`config.mk`:
```
export PLATFORM = sky130hd
export DESIGN_NAME = gcd_lcm_unit_top
export DESIGN_NICKNAME = d
export VERILOG_FILES = /design/src/rtl/gcd_lcm_pkg.sv /design/src/rtl/gcd_lcm_unit_top.sv
export SDC_FILE = /design/constraint.sdc
export NUM_CORES = 1
export LEC_CHECK = 0
export BUFFER_PORTS_ARGS = -buffer_cell sky130_fd_sc_hd__buf_2
export CAP_MARGIN = 0
export CORE_ASPECT_RATIO = 0.8
export CORE_UTILIZATION = 37
export CTS_BUF_LIST = sky130_fd_sc_hd__clkbuf_16
export DETAILED_ROUTE_END_ITERATION = 8
export PLACE_DENSITY = 0.5
export SYNTH_ARGS = -nofsm -noshare
export SYNTH_HDL_FRONTEND = slang
export SYNTH_SLANG_ARGS = --single-unit
```
`constraint.sdc`:
```
create_clock -name clk -period 15.6 [get_ports clk]
set_input_delay 0.78 -clock clk [delete_from_list [all_inputs] [get_ports clk]]
set_output_delay 0.78 -clock clk [all_outputs]
set_load 0.01 [all_outputs]
```
`src/rtl/gcd_lcm_pkg.sv`:
```
`default_nettype none

package gcd_lcm_pkg;

    localparam int DATA_WIDTH_DEF = 32;
    localparam int PC_W = 4;

    typedef logic [PC_W-1:0] pc_t;
    typedef logic [2:0]      op_t;
    typedef logic [2:0]      cond_t;

    // datapath operations
    localparam op_t OP_NOP      = 3'd0;
    localparam op_t OP_LOAD     = 3'd1;   // take operand magnitudes
    localparam op_t OP_EDIV_INI = 3'd2;   // divider setup for x % y
    localparam op_t OP_DIV      = 3'd3;   // one restoring divide step
    localparam op_t OP_EUPD     = 3'd4;   // x <= y, y <= remainder
    localparam op_t OP_QDIV_INI = 3'd5;   // divider setup for |a| / gcd
    localparam op_t OP_MUL_INI  = 3'd6;   // clear accumulator, keep quotient
    localparam op_t OP_MUL      = 3'd7;   // one shift-add multiply step

    // jump conditions
    localparam cond_t C_NEVER    = 3'd0;
    localparam cond_t C_ALWAYS   = 3'd1;
    localparam cond_t C_NO_IN    = 3'd2;
    localparam cond_t C_Y_ZERO   = 3'd3;
    localparam cond_t C_X_ZERO   = 3'd4;
    localparam cond_t C_CNT_RUN  = 3'd5;
    localparam cond_t C_OUT_BUSY = 3'd6;
    localparam cond_t C_FINISH   = 3'd7;  // unconditional, also loads result

    // program steps
    localparam pc_t S_IDLE = 4'd0;
    localparam pc_t S_TEST = 4'd1;
    localparam pc_t S_EDIV = 4'd2;
    localparam pc_t S_EUPD = 4'd3;
    localparam pc_t S_QUOT = 4'd4;
    localparam pc_t S_QDIV = 4'd5;
    localparam pc_t S_MINI = 4'd6;
    localparam pc_t S_MUL  = 4'd7;
    localparam pc_t S_WAIT = 4'd8;
    localparam pc_t S_FIN  = 4'd9;

    typedef struct packed {
        op_t   op;
        cond_t cond;
        pc_t   target;
    } ctrl_word_t;

    // control store: jump to target when cond holds, else fall through
    function automatic ctrl_word_t ucode_rom(input pc_t pc);
        ctrl_word_t cw;
        unique case (pc)
            S_IDLE:  cw = '{OP_LOAD,     C_NO_IN,    S_IDLE};
            S_TEST:  cw = '{OP_EDIV_INI, C_Y_ZERO,   S_QUOT};
            S_EDIV:  cw = '{OP_DIV,      C_CNT_RUN,  S_EDIV};
            S_EUPD:  cw = '{OP_EUPD,     C_ALWAYS,   S_TEST};
            S_QUOT:  cw = '{OP_QDIV_INI, C_X_ZERO,   S_WAIT};
            S_QDIV:  cw = '{OP_DIV,      C_CNT_RUN,  S_QDIV};
            S_MINI:  cw = '{OP_MUL_INI,  C_NEVER,    S_IDLE};
            S_MUL:   cw = '{OP_MUL,      C_CNT_RUN,  S_MUL};
            S_WAIT:  cw = '{OP_NOP,      C_OUT_BUSY, S_WAIT};
            S_FIN:   cw = '{OP_NOP,      C_FINISH,   S_IDLE};
            default: cw = '{OP_NOP,      C_ALWAYS,   S_IDLE};
        endcase
        return cw;
    endfunction

endpackage

`default_nettype wire

```
`src/rtl/gcd_lcm_unit_top.sv`:
```
// GCD and LCM of two signed DATA_WIDTH-bit integers, both taken on magnitudes.
// A small microcoded sequencer runs Euclid's algorithm on one shared datapath:
// each remainder is a restoring divide (plus a setup and an update step), then
// |a|/gcd takes one more divide and the product with |b| a shift-add multiply,
// each one bit per cycle. The number k of remainder steps is at most about
// 1.44*DATA_WIDTH. Before its result is loaded, a request waits until a stalled
// earlier result has been taken. One request is in work at a time; a finished
// result waits in the output register while the next request is taken. A
// multiple above 2^(DATA_WIDTH-1)-1 gives lcm_value 0 and lcm_overflow 1; a gcd
// of exactly 2^(DATA_WIDTH-1) saturates to all ones.
`default_nettype none

module gcd_lcm_unit_top #(
    parameter int DATA_WIDTH = gcd_lcm_pkg::DATA_WIDTH_DEF
) (
    input  wire logic                  clk,
    input  wire logic                  rst_n,
    input  wire logic                  in_valid,
    output logic                       in_stall,
    input  wire logic [DATA_WIDTH-1:0] operand_a,
    input  wire logic [DATA_WIDTH-1:0] operand_b,
    output logic                       out_valid,
    input  wire logic                  out_stall,
    output logic [DATA_WIDTH-2:0]      gcd_value,
    output logic [DATA_WIDTH-2:0]      lcm_value,
    output logic                       lcm_overflow
);
    import gcd_lcm_pkg::*;

    localparam int DW    = DATA_WIDTH;
    localparam int CNT_W = $clog2(DW);
    localparam logic [CNT_W-1:0] CNT_LAST = CNT_W'(DW - 1);

    pc_t             pc_reg, pc_next;
    ctrl_word_t      cw;
    logic            jump;

    logic [DW-1:0]   ma_reg, ma_next;
    logic [DW-1:0]   mb_reg, mb_next;
    logic [DW-1:0]   x_reg, x_next;
    logic [DW-1:0]   y_reg, y_next;
    logic [DW-1:0]   d_reg, d_next;
    logic [DW-1:0]   r_reg, r_next;
    logic [DW-1:0]   q_reg, q_next;
    logic [CNT_W-1:0] cnt_reg, cnt_next;

    logic            out_valid_reg, out_valid_next;
    logic [DW-2:0]   gcd_reg, gcd_next;
    logic [DW-2:0]   lcm_reg, lcm_next;
    logic            ovf_reg, ovf_next;

    logic [DW-1:0]   mag_a, mag_b;
    logic [DW+1:0]   div_trial;
    logic [DW:0]     div_shift;
    logic [DW:0]     mul_sum;
    logic            prod_big;

    assign mag_a = operand_a[DW-1] ? (~operand_a + DW'(1)) : operand_a;
    assign mag_b = operand_b[DW-1] ? (~operand_b + DW'(1)) : operand_b;

    // restoring divide: shift remainder left, try to subtract divisor
    assign div_shift = {r_reg, q_reg[DW-1]};
    assign div_trial = {1'b0, div_shift} - {2'b00, d_reg};

    // shift-add multiply: accumulator in r, multiplier shifts out of q
    assign mul_sum = q_reg[0] ? ({1'b0, r_reg} + {1'b0, mb_reg}) : {1'b0, r_reg};

    // product {r, q} must fit in DW-1 bits
    assign prod_big = (r_reg != '0) || q_reg[DW-1];

    assign cw = ucode_rom(pc_reg);

    always_comb
    begin
        unique case (cw.cond)
            C_NEVER:    jump = 1'b0;
            C_ALWAYS:   jump = 1'b1;
            C_NO_IN:    jump = !in_valid;
            C_Y_ZERO:   jump = (y_reg == '0);
            C_X_ZERO:   jump = (x_reg == '0);
            C_CNT_RUN:  jump = (cnt_reg != CNT_LAST);
            C_OUT_BUSY: jump = out_valid_reg && out_stall;
            C_FINISH:   jump = 1'b1;
            default:    jump = 1'b1;
        endcase
    end

    assign pc_next = jump ? cw.target : pc_t'(pc_reg + pc_t'(1));

    always_comb
    begin
        ma_next  = ma_reg;
        mb_next  = mb_reg;
        x_next   = x_reg;
        y_next   = y_reg;
        d_next   = d_reg;
        r_next   = r_reg;
        q_next   = q_reg;
        cnt_next = cnt_reg;
        unique case (cw.op)
            OP_NOP:
            begin
            end
            OP_LOAD:
            begin
                ma_next = mag_a;
                mb_next = mag_b;
                x_next  = mag_a;
                y_next  = mag_b;
            end
            OP_EDIV_INI:
            begin
                q_next   = x_reg;
                r_next   = '0;
                d_next   = y_reg;
                cnt_next = '0;
            end
            OP_DIV:
            begin
                if (!div_trial[DW+1])
                begin
                    r_next = div_trial[DW-1:0];
                end
                else
                begin
                    r_next = div_shift[DW-1:0];
                end
                q_next   = {q_reg[DW-2:0], !div_trial[DW+1]};
                cnt_next = cnt_reg + CNT_W'(1);
            end
            OP_EUPD:
            begin
                x_next = y_reg;
                y_next = r_reg;
            end
            OP_QDIV_INI:
            begin
                q_next   = ma_reg;
                r_next   = '0;
                d_next   = x_reg;
                cnt_next = '0;
            end
            OP_MUL_INI:
            begin
                r_next   = '0;
                cnt_next = '0;
            end
            OP_MUL:
            begin
                r_next   = mul_sum[DW:1];
                q_next   = {mul_sum[0], q_reg[DW-1:1]};
                cnt_next = cnt_reg + CNT_W'(1);
            end
            default:
            begin
            end
        endcase
    end

    // result register; when the gcd is zero both operands were zero and q holds zero
    always_comb
    begin
        out_valid_next = out_valid_reg && out_stall;
        gcd_next       = gcd_reg;
        lcm_next       = lcm_reg;
        ovf_next       = ovf_reg;
        if (cw.cond == C_FINISH)
        begin
            out_valid_next = 1'b1;
            gcd_next       = x_reg[DW-1] ? '1 : x_reg[DW-2:0];
            ovf_next       = prod_big;
            lcm_next       = prod_big ? '0 : q_reg[DW-2:0];
        end
    end

    always_ff @(posedge clk or negedge rst_n)
    begin
        if (!rst_n)
        begin
            pc_reg        <= S_IDLE;
            out_valid_reg <= 1'b0;
        end
        else
        begin
            pc_reg        <= pc_next;
            out_valid_reg <= out_valid_next;
        end
    end

    always_ff @(posedge clk)
    begin
        ma_reg  <= ma_next;
        mb_reg  <= mb_next;
        x_reg   <= x_next;
        y_reg   <= y_next;
        d_reg   <= d_next;
        r_reg   <= r_next;
        q_reg   <= q_next;
        cnt_reg <= cnt_next;
        gcd_reg <= gcd_next;
        lcm_reg <= lcm_next;
        ovf_reg <= ovf_next;
    end

    assign in_stall     = (pc_reg != S_IDLE);
    assign out_valid    = out_valid_reg;
    assign gcd_value    = gcd_reg;
    assign lcm_value    = lcm_reg;
    assign lcm_overflow = ovf_reg;

endmodule

`default_nettype wire

```
# After elaboration in Yosys (flattened, before gate mapping)
# Memories as Yosys holds them, arrays and structs flattened.
# Index checks and enable logic that the tools add are counted.
dict set report word_totals {
  regBits 297
  latch_bits 0
  mem_bits_rw 0
  mem_bits_ro 160
  in_bits 68
  out_inout_bits 65
  wordCells 67
  n_memories 1
}
dict set report op_classes {
  add_sub_neg 6
  multipliers 0
  div_mod_pow 0
  n_lt_le_gt_ge 0
  n_eq_ne 15
  shift 0
  n_mux 13
  bitwise_logic 2
  reduce_logical 17
}
# memory words word_bits rd rd_clocked_by_memory_dff write_ports line_no
set mem_list {}
lappend mem_list {{(no name shown)} 16 10 1 0 0 gcd_lcm_pkg.sv:53} ;# unique case (pc)
# op n
set op_table {}
lappend op_table {{one-hot mux 32 bit (2 select lines)} 3}
lappend op_table {{one-hot mux 32 bit (4 select lines)} 1}
lappend op_table {{2-to-1 mux 32 bit} 3}
lappend op_table {{one-hot mux 32 bit (3 select lines)} 1}
lappend op_table {{adder 32 x 1 -> 32 bit, second input constant} 2}
lappend op_table {{logical NOT 32 bit} 2}
lappend op_table {{inverter 32 bit} 2}
lappend op_table {{subtractor 33 x 32 -> 34 bit} 1}
lappend op_table {{adder 32 x 32 -> 33 bit} 1}
lappend op_table {{2-to-1 mux 33 bit} 1}
lappend op_table {{nonzero test 32 bit} 1}
lappend op_table {{== test 3 bit, second input constant} 8}
lappend op_table {{== test 3 x 2 -> 1 bit, second input constant} 4}
lappend op_table {{one-hot mux 5 bit (2 select lines)} 1}
lappend op_table {{nonzero test 4 bit} 2}
lappend op_table {{one-hot mux 1 bit (7 select lines)} 1}
lappend op_table {{== test 3 x 1 -> 1 bit, second input constant} 2}
lappend op_table {{nonzero test 2 bit} 3}
lappend op_table {{adder 5 x 1 -> 5 bit, second input constant} 1}
lappend op_table {{!= test 5 bit, second input constant} 1}
lappend op_table {{adder 4 x 1 -> 4 bit, second input constant} 1}
lappend op_table {{2-to-1 mux 4 bit} 1}
lappend op_table {{OR reduction 2 bit} 2}
lappend op_table {{logical NOT 3 bit} 1}
lappend op_table {{other kinds (6)} 7}

# Logic depth before layout (Yosys ltp)
# An unclocked memory read counts as a cell.
dict set report depth {
  word_depth 5
  depth_mapped 12
}

# Least setup slack after synthesis
# Ideal clock, no wire load.
dict set report synth_path {
  path_type {register -> register}
  start {register pc_reg[3]}
  end {register gcd_reg[0], in the netlist gcd_value[0], enable pin}
  setup_time_ns 0.642
  t_arrival_ns 6.956
  t_required_ns 14.958
  path_slack_ns 8.002
  stages_incl_launch_ff 5
  n_path_buf 1
  path_cell_list {dfrtp_1 clkbuf_1 clkinv_1 mux2i_1 nor4_1}
}
dict set report synth_via {
  elab_chain_cells 2
}
# element line_no
set synth_lines {}
lappend synth_lines {{start: declaration} gcd_lcm_unit_top.sv:34} ;# pc_t pc_reg, pc_next;
lappend synth_lines {{start signal: assignment} gcd_lcm_unit_top.sv:185} ;# pc_reg <= pc_next;
lappend synth_lines {{memory read (16 x 10 bit)} --}
lappend synth_lines {{== test 3 bit} gcd_lcm_unit_top.sv:167} ;# if (cw.cond == C_FINISH)
lappend synth_lines {{end signal: assignment} gcd_lcm_unit_top.sv:200} ;# gcd_reg <= gcd_next;
lappend synth_lines {{end: declaration} gcd_lcm_unit_top.sv:48} ;# logic [DW-2:0] gcd_reg, gcd_next;
# Every way passes these cells.
# A chain may end at the register's enable or synchronous reset.

# Worst setup path in the final report
dict set report layout_path {
  start {register pc_reg[0]}
  end {register q_reg[26], enable pin}
}
dict set report layout_via {
  elab_chain_cells 3
  elab_cells_between_ends 6
}
# element line_no
set layout_lines {}
lappend layout_lines {{memory read (16 x 10 bit) (*)} --}
lappend layout_lines {{== test 3 x 2 -> 1 bit or == test 3 bit (tied branches)} gcd_lcm_unit_top.sv:100} ;# unique case (cw.op)
lappend layout_lines {{nonzero test 4 bit (no source line) (*)} --}
lappend layout_lines {{end signal: assignment} gcd_lcm_unit_top.sv:198} ;# q_reg <= q_next;
lappend layout_lines {{end: declaration} gcd_lcm_unit_top.sv:44} ;# logic [DW-1:0] q_reg, q_next;
# Every way passes the cells marked *; elsewhere a longest branch is shown, timed or not.

==> reports/results.ini <==
[outcome]
outcome=complete, but fails checks
violations=design-rule violations

[final_layout]
fin_util=0.427
diodes=0
area_growth_pct=13.3
drive_gt1_frac=0.199
nFillCells=4616
fin_nets=1935

[timing]
setup_viol=0
rsz0062_at_grt=no
hold_slack_ns=0.0701
hold_viol=0
drv_slew=0
fin_worst_skew_ns=0.0186
final.setup.tns_ns=0
slew_headroom=0.0676
post-route-period-util=0.285
period_minus_slack_ns=4.44
fmax_mhz=225
worst_slew_pin_slew_ns=1.40

[clock_tree]
post_cts_buffers=0
cts_buffer_depth=3
insertion_delay_ns=0.53
cts_hold_buf=0
clk_pin_slew_worst_paths_ns=0.06
post_cts_resized=0
h-tree-depth=2
root_buffer=clkbuf_16
cts.sinks=297
tritoncts=done
numCtsBuffers=34

[drt]
drc=12
ant_nets=0
drtIter0Drc=1142
via_count=13697
avgViaCountPerCell=5.63
wl_per_cell_um=22.2
wl_mm=54.0
drt_pass1_iterations=7

[synth]
ys_top_cells_by_count=292 x edfxtp_1, 187 x nor2_1, 134 x a21oi_1
yosys_register_bits=297
seq_area_frac_synth=0.499
synth_edf_count=292
synth_area_leaders=edfxtp_1 49%, mux2_2 6.3%, ha_1 5.3%
netlist-cell-type-count=70
yosysTopAreaCellShare=0.492
yosysTopAreaCell=edfxtp_1
synthFlopType=edfxtp_1
avgSynthCellArea_um2=10.6
yosysMostFrequentCell=edfxtp_1
yosysWarnings=0
syn_inst=1679
synthArstFlopShare=0.0168
synth_fp_nets=1824
synth_area_um2=17800

[grt]
grt_overflow=0
grt_max_degree=66
grt_pass1_vias=13054
grt_usage=0.219
antenna_found_initial=2
grt_pass1_wl_mm=81.3

[placed_design]
gp_congestion=0.909
port_buffers=132
hpwl_mm=39.5

[critical_path]
critPathLaunchType=flop
critical_path_class=reg2reg
cp_data_required_time_ns=15.77
crit_fanout=40
cp-end-kind=flop
cp.arrival_ns=4.61

[run]
cap_violations=0

[worst_hold_path]
hold_class=in2async

[floorplanning]
ios=133
die_area_um2=49000
die_h_um=198
core_um2=47300
start_util=0.377
die_w_um=247
std_cell_rows=71

## path summary, 6_finish.rpt
kind,end,slack (ns),cells after the start,start
max in group asynchronous,out_valid$_DFF_PN0_,15.39,1,rst_n
min in group clk,out_valid$_DFF_PN0_,0.51,3,out_stall
max,q_reg[26]$_DFFE_PP_,11.16,7,pc_reg[0]$_DFFE_PN0P_
max reg2reg,q_reg[26]$_DFFE_PP_,11.16,7,pc_reg[0]$_DFFE_PN0P_
min reg2reg,out_valid$_DFF_PN0_,0.52,2,out_valid$_DFF_PN0_
min,pc_reg[3]$_DFF_PN0_,0.07,1,rst_n
## cell families after synthesis
group | synth area share
DFF | 0.499
muxes | 0.0775
adders and majority gates | 0.0549
AOI/OAI and AO/OA | 0.140
and+or+nand+nor | 0.145
xor gates and xnor gates | 0.0526
buffers and inverters | 0.0308
## metal layers
metal / vias up / GRT usage / share of wire
met4: 0 / 0.0520 / 0.019
met5: - / 0 / 0
met2: 394 / 0.328 / 0.44
met3: 61 / 0.0347 / 0.056
met1: 6742 / 0.328 / 0.49
li1: 6500 / - / -
## stage by stage
stage,instance area [um2],worst slack (ns),cells
after floorplan,17800,8.00,1679
after global placement,19200,11.33,2374
after detailed placement,19200,11.20,2374
after CTS,20200,11.18,2435
after global routing,20200,10.81,2435
final,20200,11.16,2435
## worst max-delay path: stages, from the launching register on
cell,delay (ns)
dfrtp_1,0.47
inv_1,0.17
ha_1,0.28
nand2b_1,0.21
a21oi_4,0.87
nand2_1,1.13
nand2_1,0.45
buf_4,0.47
## layout by cell type, fill, tap and decap left out, drive strengths merged, types with 9 or more instances in the layout
| cell | instances |
|---|---|
| o31ai | 14 |
| mux2 | 100 |
| ha | 75 |
| inv | 76 |
| a31oi | 13 |
| nand2b | 16 |
| or3 | 12 |
| o211ai | 16 |
| mux2i | 25 |
| a21o | 22 |
| nand2 | 103 |
| xnor2 | 81 |
| xor2 | 26 |
| nor4 | 38 |
| nor2 | 187 |
| a211oi | 12 |
| clkbuf | 34 |
| and3 | 11 |
| edfxtp | 292 |
| clkinv | 18 |
| and2 | 38 |
| nand3 | 31 |
| a21oi | 134 |
| nor3 | 25 |
| o21ai | 70 |
| or2 | 33 |
| buf | 152 |
| o21bai | 9 |
| o22ai | 48 |
| nand4 | 15 |
## area by class of cell
| type | instances | area, um2 | share of cell area |
|---|---|---|---|
| clock buffer | 34 | 851 | 0.0421 |
| multi-input combinational | 1236 | 8450 | 0.419 |
| clock inverter | 27 | 150 | 0.00744 |
| inverter | 69 | 259 | 0.0128 |
| tap | 620 | 776 | 0.0384 |
| timing repair buffer | 152 | 811 | 0.0402 |
| sequential | 297 | 8890 | 0.441 |
Power is left out: the tool's default activity adds up to more than one toggle a clock period on the data nets, which glitch-free logic cannot reach.
